## src/rtl/htf_pkg.sv

```systemverilog
// Shared constants, the MAC control struct and the coefficient builder.
// Depends on nothing; imported by htf_mac and the top level of the Hilbert FIR.
package htf_pkg;

  localparam int TAPS_DEF        = 256;
  localparam int SAMPLE_BITS_DEF = 24;
  localparam int COEFF_BITS_DEF  = 18;
  localparam int HALF_KNOWN      = 128;
  localparam longint unsigned GAIN_E10 = 64'd15704839670;

  // Positive half of the prototype scaled by 1e10, outermost tap first.
  localparam longint unsigned PROTO_E10 [HALF_KNOWN] = '{
    64'd3138613, 64'd3174376, 64'd3221740, 64'd3280972, 64'd3352340, 64'd3436114,
    64'd3532566, 64'd3641970, 64'd3764603, 64'd3900744, 64'd4050673, 64'd4214676,
    64'd4393040, 64'd4586054, 64'd4794011, 64'd5017209, 64'd5255947, 64'd5510531,
    64'd5781267, 64'd6068469, 64'd6372454, 64'd6693544, 64'd7032067, 64'd7388356,
    64'd7762750, 64'd8155595, 64'd8567243, 64'd8998053, 64'd9448395, 64'd9918643,
    64'd10409181, 64'd10920405, 64'd11452719, 64'd12006537, 64'd12582286,
    64'd13180405, 64'd13801346, 64'd14445576, 64'd15113575, 64'd15805840,
    64'd16522886, 64'd17265245, 64'd18033470, 64'd18828134, 64'd19649832,
    64'd20499184, 64'd21376834, 64'd22283457, 64'd23219754, 64'd24186459,
    64'd25184340, 64'd26214200, 64'd27276884, 64'd28373275, 64'd29504304,
    64'd30670949, 64'd31874241, 64'd33115266, 64'd34395171, 64'd35715167,
    64'd37076536, 64'd38480636, 64'd39928907, 64'd41422875, 64'd42964166,
    64'd44554506, 64'd46195735, 64'd47889815, 64'd49638842, 64'd51445053,
    64'd53310847, 64'd55238792, 64'd57231643, 64'd59292361, 64'd61424131,
    64'd63630386, 64'd65914829, 64'd68281459, 64'd70734605, 64'd73278960,
    64'd75919615, 64'd78662107, 64'd81512469, 64'd84477282, 64'd87563740,
    64'd90779724, 64'd94133886, 64'd97635740, 64'd101295776, 64'd105125586,
    64'd109138011, 64'd113347310, 64'd117769368, 64'd122421921, 64'd127324845,
    64'd132500473, 64'd137973997, 64'd143773929, 64'd149932668, 64'd156487183,
    64'd163479841, 64'd170959429, 64'd178982414, 64'd187614506, 64'd196932631,
    64'd207027420, 64'd218006399, 64'd229998108, 64'd243157494, 64'd257673042,
    64'd273776363, 64'd291755264, 64'd311971870, 64'd334888257, 64'd361103470,
    64'd391408311, 64'd426868713, 64'd468956751, 64'd519764409, 64'd582368230,
    64'd661485683, 64'd764737425, 64'd905286557, 64'd1107996896, 64'd1426148288,
    64'd1998268664, 64'd3332294323, 64'd9999653629
  };

  typedef struct packed {
    logic start;  // clear the accumulator
    logic issue;  // a tap read was issued this cycle
    logic last;   // final tap of the walk
    logic live;   // tap holds a written sample (else reads as zero)
  } htf_mac_ctrl_t;

  // round(c * 2^(cb-1) / GAIN), ties away from zero, by restoring division
  function automatic longint htf_quant(longint unsigned c, int cb);
    longint unsigned r;
    longint unsigned q;
    r = c;
    q = 0;
    for (int b = 0; b < cb; b++) begin
      r = r << 1;
      q = q << 1;
      if (r >= GAIN_E10) begin
        r = r - GAIN_E10;
        q = q | 64'd1;
      end
    end
    return longint'((q + 64'd1) >> 1);
  endfunction

  // Signed ROM word for tap i of an antisymmetric line of the given length
  function automatic longint htf_coef(int i, int taps, int cb);
    int half;
    int k;
    longint v;
    half = taps / 2;
    v = 0;
    k = (i >= half) ? i - half : half - 1 - i;
    if (k < HALF_KNOWN) v = htf_quant(PROTO_E10[HALF_KNOWN - 1 - k], cb);
    return (i >= half) ? -v : v;
  endfunction

endpackage

```

## src/rtl/htf_mac.sv

```systemverilog
// Shared multiply-accumulate unit with round and saturate at the end of a walk.
// Depends on htf_pkg for the control struct.
module htf_mac
  import htf_pkg::*;
#(
  parameter int TAPS        = TAPS_DEF,
  parameter int SAMPLE_BITS = SAMPLE_BITS_DEF,
  parameter int COEFF_BITS  = COEFF_BITS_DEF
) (
  input  logic                          clk,
  input  logic                          rst,
  input  htf_mac_ctrl_t                 ctrl,
  input  logic signed [SAMPLE_BITS-1:0] data,
  input  logic signed [COEFF_BITS-1:0]  coef,
  output logic                          res_valid,
  output logic signed [SAMPLE_BITS-1:0] result
);

  localparam int PROD_W = SAMPLE_BITS + COEFF_BITS;
  localparam int ACC_W  = PROD_W + $clog2(TAPS) + 1;
  localparam logic signed [ACC_W-1:0] HALF_LSB = ACC_W'(64'd1 << (COEFF_BITS - 2));
  localparam logic signed [ACC_W-1:0] MAXV = ACC_W'((64'd1 << (SAMPLE_BITS - 1)) - 64'd1);
  localparam logic signed [ACC_W-1:0] MINV = -MAXV - ACC_W'(1);

  logic                     s1_issue, s1_last, s1_live;
  logic                     s2_issue, s2_last;
  logic                     s3_last, s4_last;
  logic signed [PROD_W-1:0] prod;
  logic signed [ACC_W-1:0]  acc;
  logic signed [ACC_W-1:0]  rnd;
  logic signed [ACC_W-1:0]  shifted;

  always_ff @(posedge clk) begin
    if (rst) begin
      s1_issue  <= 1'b0;
      s1_last   <= 1'b0;
      s1_live   <= 1'b0;
      s2_issue  <= 1'b0;
      s2_last   <= 1'b0;
      s3_last   <= 1'b0;
      s4_last   <= 1'b0;
      res_valid <= 1'b0;
    end else begin
      s1_issue  <= ctrl.issue;
      s1_last   <= ctrl.issue & ctrl.last;
      s1_live   <= ctrl.live;
      s2_issue  <= s1_issue;
      s2_last   <= s1_last;
      s3_last   <= s2_last;
      s4_last   <= s3_last;
      res_valid <= s4_last;
    end
  end

  // data and coef arrive in the cycle after the issue, aligned with s1
  always_ff @(posedge clk) begin
    prod <= s1_live ? PROD_W'(data * coef) : '0;
    if (ctrl.start) begin
      acc <= '0;
    end else if (s2_issue) begin
      acc <= acc + {{(ACC_W - PROD_W){prod[PROD_W-1]}}, prod};
    end
    if (s3_last) rnd <= acc + HALF_LSB;
    if (s4_last) begin
      if (shifted > MAXV) begin
        result <= MAXV[SAMPLE_BITS-1:0];
      end else if (shifted < MINV) begin
        result <= MINV[SAMPLE_BITS-1:0];
      end else begin
        result <= shifted[SAMPLE_BITS-1:0];
      end
    end
  end

  assign shifted = rnd >>> (COEFF_BITS - 1);

endmodule

```

## config.mk

```make
export PLATFORM = sky130hd
export DESIGN_NAME = htf_mac
export DESIGN_NICKNAME = d
export VERILOG_FILES = /design/src/rtl/htf_pkg.sv /design/src/rtl/htf_mac.sv
export SDC_FILE = /design/constraint.sdc
export NUM_CORES = 2
export LEC_CHECK = 0
export BUFFER_PORTS_ARGS = -buffer_cell sky130_fd_sc_hd__buf_2
export CAP_MARGIN = 20
export CORE_AREA = 2 2 247 249
export CTS_BUF_LIST = sky130_fd_sc_hd__clkbuf_16
export DETAILED_ROUTE_END_ITERATION = 10
export DIE_AREA = 0 0 249 251
export PLACE_DENSITY = 0.67
export SLEW_MARGIN = 20
export SYNTH_ARGS = -nofsm -noshare
export SYNTH_HDL_FRONTEND = slang
export SYNTH_SLANG_ARGS = --single-unit
```

## constraint.sdc

```tcl
create_clock -name clk -period 8.4 [get_ports clk]
set_input_delay 1.68 -clock clk [delete_from_list [all_inputs] [get_ports clk]]
set_output_delay 1.68 -clock clk [all_outputs]
set_load 0.02 [all_outputs]
```

==> reports/summary.txt <==
worst hold margin: 0.437 ns
Most used DFF post-synth: dfxtp_1
RSZ-0062 raised after global routing: false
Critical path buffers and inverters: 4
Clk pin slew, worst setup/hold paths: 0.07 ns
final setup fails: 0
TritonCTS Buffers: 17
post-synth top area share: 36.0%
CTS max path bufs: 2
postcts setup bufs: 0
Mapped Area: 23700 µm²
post-place instance area: 24800 µm²
share of layout cells above drive strength 1: 5.56%
DRT antenna net count: 0
Top cell by count, worst path: fa_1
DR vias: 16916
R2R Setup Slk: 5.06 ns
Die Wd: 249 µm
IO buf count: 72
critical path depth: 21
Tmin final: 7.73 ns
Final period util: 92.0%
Synth Register Bits: 159
Crit Path Max Fanout: 24
Final TNS setup: 0 ns
EDFF count, synth: 58
synthesis-to-layout area growth: 7.33%
wire per inst: 15.8 µm
worst path cell trace: buf_2 > nand2_1 > fa_1 > inv_1 > fa_1 > fa_1 > fa_1 > fa_1 > inv_1 > fa_1 > inv_1 > ha_1 > a21o_1 > a21o_1 > a21oi_1 > nor2_1 > a2111oi_0 > o221a_2 > o211a_1 > mux2_2 > o21ai_0
post-cts sizing count: 0
gr usage total: 18.1%
hold buffer count at CTS: 0
worst-margin pin slew: 1.01 ns
path category of the worst min-delay check: flip-flop to flip-flop
Setup CP Type: input port to flip-flop
crit path launch type: input port
initial antenna violation count: 0
nets: 3261
largest net degree at the start of global routing: 63
R2R Path Start: acc[18]
Slowest-stage cell, CP: fa_1
multi-input logic area: 17500 µm²
H-tree Lvls: 4
async set-reset flop share out of synthesis: 0%
die area: 62500 µm²
Yosys cell types: 63
run status: finished, final reports clean
DR vias/cell: 4.94
GPL Wtd Cong: 0.879
WL final: 54300 µm
R2R depth: 10
Area contributors post-synth: fa_1 (36%), inv_1 (8.6%), dfxtp_1 (8.5%)
Fmax: 0.129 GHz
ANT cells: 0
launch point of the worst path: coef[13]
area leader, netlist: fa_1
Storage cell area: 3760 µm²
crit path capture: prod[40]
Ports: 73
Cells after Synth: 2621
First DRT Iteration DRCs: 927
CTS Sinks: 159
Largest delay share family, worst path: adder cells
number of global-route vias before repair: 17608
Yosys warnings: 0
number of remaining DRC errors: 0
Worst-Skew Late Latency: 0.45 ns
syn nets: 3251
Mapped Avg Cell Area: 9.04 µm²
die height: 251 µm
Max Slew Vio Count: 0
first-pass GRT wire length: 90700 µm
final instance area: 25400 µm²
Worst slew margin: 32.3%
Worst setup EP type: flip-flop
final hold violations: 0
CTS tree: yes
Fillers: 5839
clock skew: 0.0119 ns
Critical Path RT: 8.76 ns
Arr. time, crit path: 8.09 ns
register area share after synthesis: 15.9%
Starting Density: 39.6%
CP max stage delay: 0.55 ns
# rows: 90
core region area: 59800 µm²
hpwl dp: 43800 µm
drt first pass iters: 6
r2r endpoint: acc[34]
root buf cell: clkbuf_16
global route overflow: 0
max-cap violation count: 0
==> worst reg2reg max path: stages, from the launching register on <==
cell and delay (ns):
dfxtp_1 0.56, ha_1 0.39, and4_1 0.28, and2_0 0.14
a22oi_1 0.20, or3b_1 0.50, a21boi_1 0.34, o21ai_0 0.27
a21boi_1 0.23, mux2i_1 0.20, o21ai_0 0.09
==> placed cells by master, fill, tap and decap left out, types with 72 or more instances in the layout <==
cell / count
inv_1: 546
nand2_1: 341
a21o_1: 76
fa_1: 426
a21oi_1: 83
and2_1: 154
nor2_1: 117
dfxtp_1: 100
ha_1: 156
buf_2: 72
==> Yosys cell counts, types with 3 or more instances <==
master and count:
and4_1 5, mux2i_1 27, mux2_2 4, fa_1 426, nand2b_1 17, clkbuf_1 103
a211o_1 4, xor2_1 41, nand3_1 22, nor2_1 117, o21bai_1 8, o21a_1 18
nand4_1 25, a21oi_1 83, xnor2_1 67, or2_2 4, or3_1 8, or4_1 3
o31ai_1 8, o211a_1 3, dfxtp_1 101, nor3_1 22, nor2b_1 32, nand3b_1 3
ha_1 156, nor3b_1 4, nor4_1 3, a31oi_1 15, nand2_1 341, o211ai_1 6
edfxtp_1 58, o21ai_0 42, a21boi_0 4, and2_1 154, a211oi_1 11, o22ai_1 5
a21o_1 76, inv_1 546, o311ai_0 4, and3_1 15
==> area by class of cell <==
cell class	instances	area share, %
timing repair buffer	98	2.18
tap	782	3.85
inverter	547	8.07
clock buffer	17	1.67
sequential	159	14.8
clock inverter	15	0.669
multi-input combinational	1808	68.8
==> metrics by stage <==
stage / utilization (%) / setup WS (ns) / std cells
final: 42.5 / 0.675 / 3426
after global routing: 42.5 / 0.309 / 3426
after CTS: 42.5 / 0.762 / 3426
after detailed placement: 41.6 / 0.288 / 3394
after global placement: 41.6 / 0.351 / 3394
after floorplan: - / 0.580 / 2621
==> sequential cells by signal, summed over array words and instances (netlist names), 24 cells and up <==
name / cells
acc: 51
prod: 42
result: 24
rnd: 34
==> kinds of logic after synthesis <==
family                   count (synthesis)  share of synthesized area, %
multiplexers                            31                          1.33
flip-flops                             159                          15.9
buffers and inverters                  654                          10.4
AND/OR/NAND/NOR                        782                          15.7
adder cells (fa/ha/maj)                582                          44.2
AO/OA/AOI/OAI                          305                          8.50
XOR/XNOR                               108                          3.99
==> worst min-delay path by stage <==
stage              from        to  slack [ns]  depth (start not counted)
2_1_floorplan  s1_issue  s2_issue        0.41                          1
3_3_place_gp   s1_issue  s2_issue        0.42                          1
3_5_place_dp   s1_issue  s2_issue        0.42                          1
4_1_cts        s1_issue  s2_issue        0.44                          1
5_1_grt        s1_issue  s2_issue        0.46                          1
6_report       s1_issue  s2_issue        0.44                          1
==> metal layers <==
metal / share of wire, % / track usage [%] / up-vias
met5: 0 / 0 / -
met4: 1.4 / 4.16 / 0
met3: 7.1 / 3.54 / 50
met2: 46 / 30.0 / 469
met1: 46 / 24.5 / 8310
li1: - / - / 8087
Power is not shown: default switching activity piles up to over one toggle a cycle in this logic, so the estimate is an artifact.
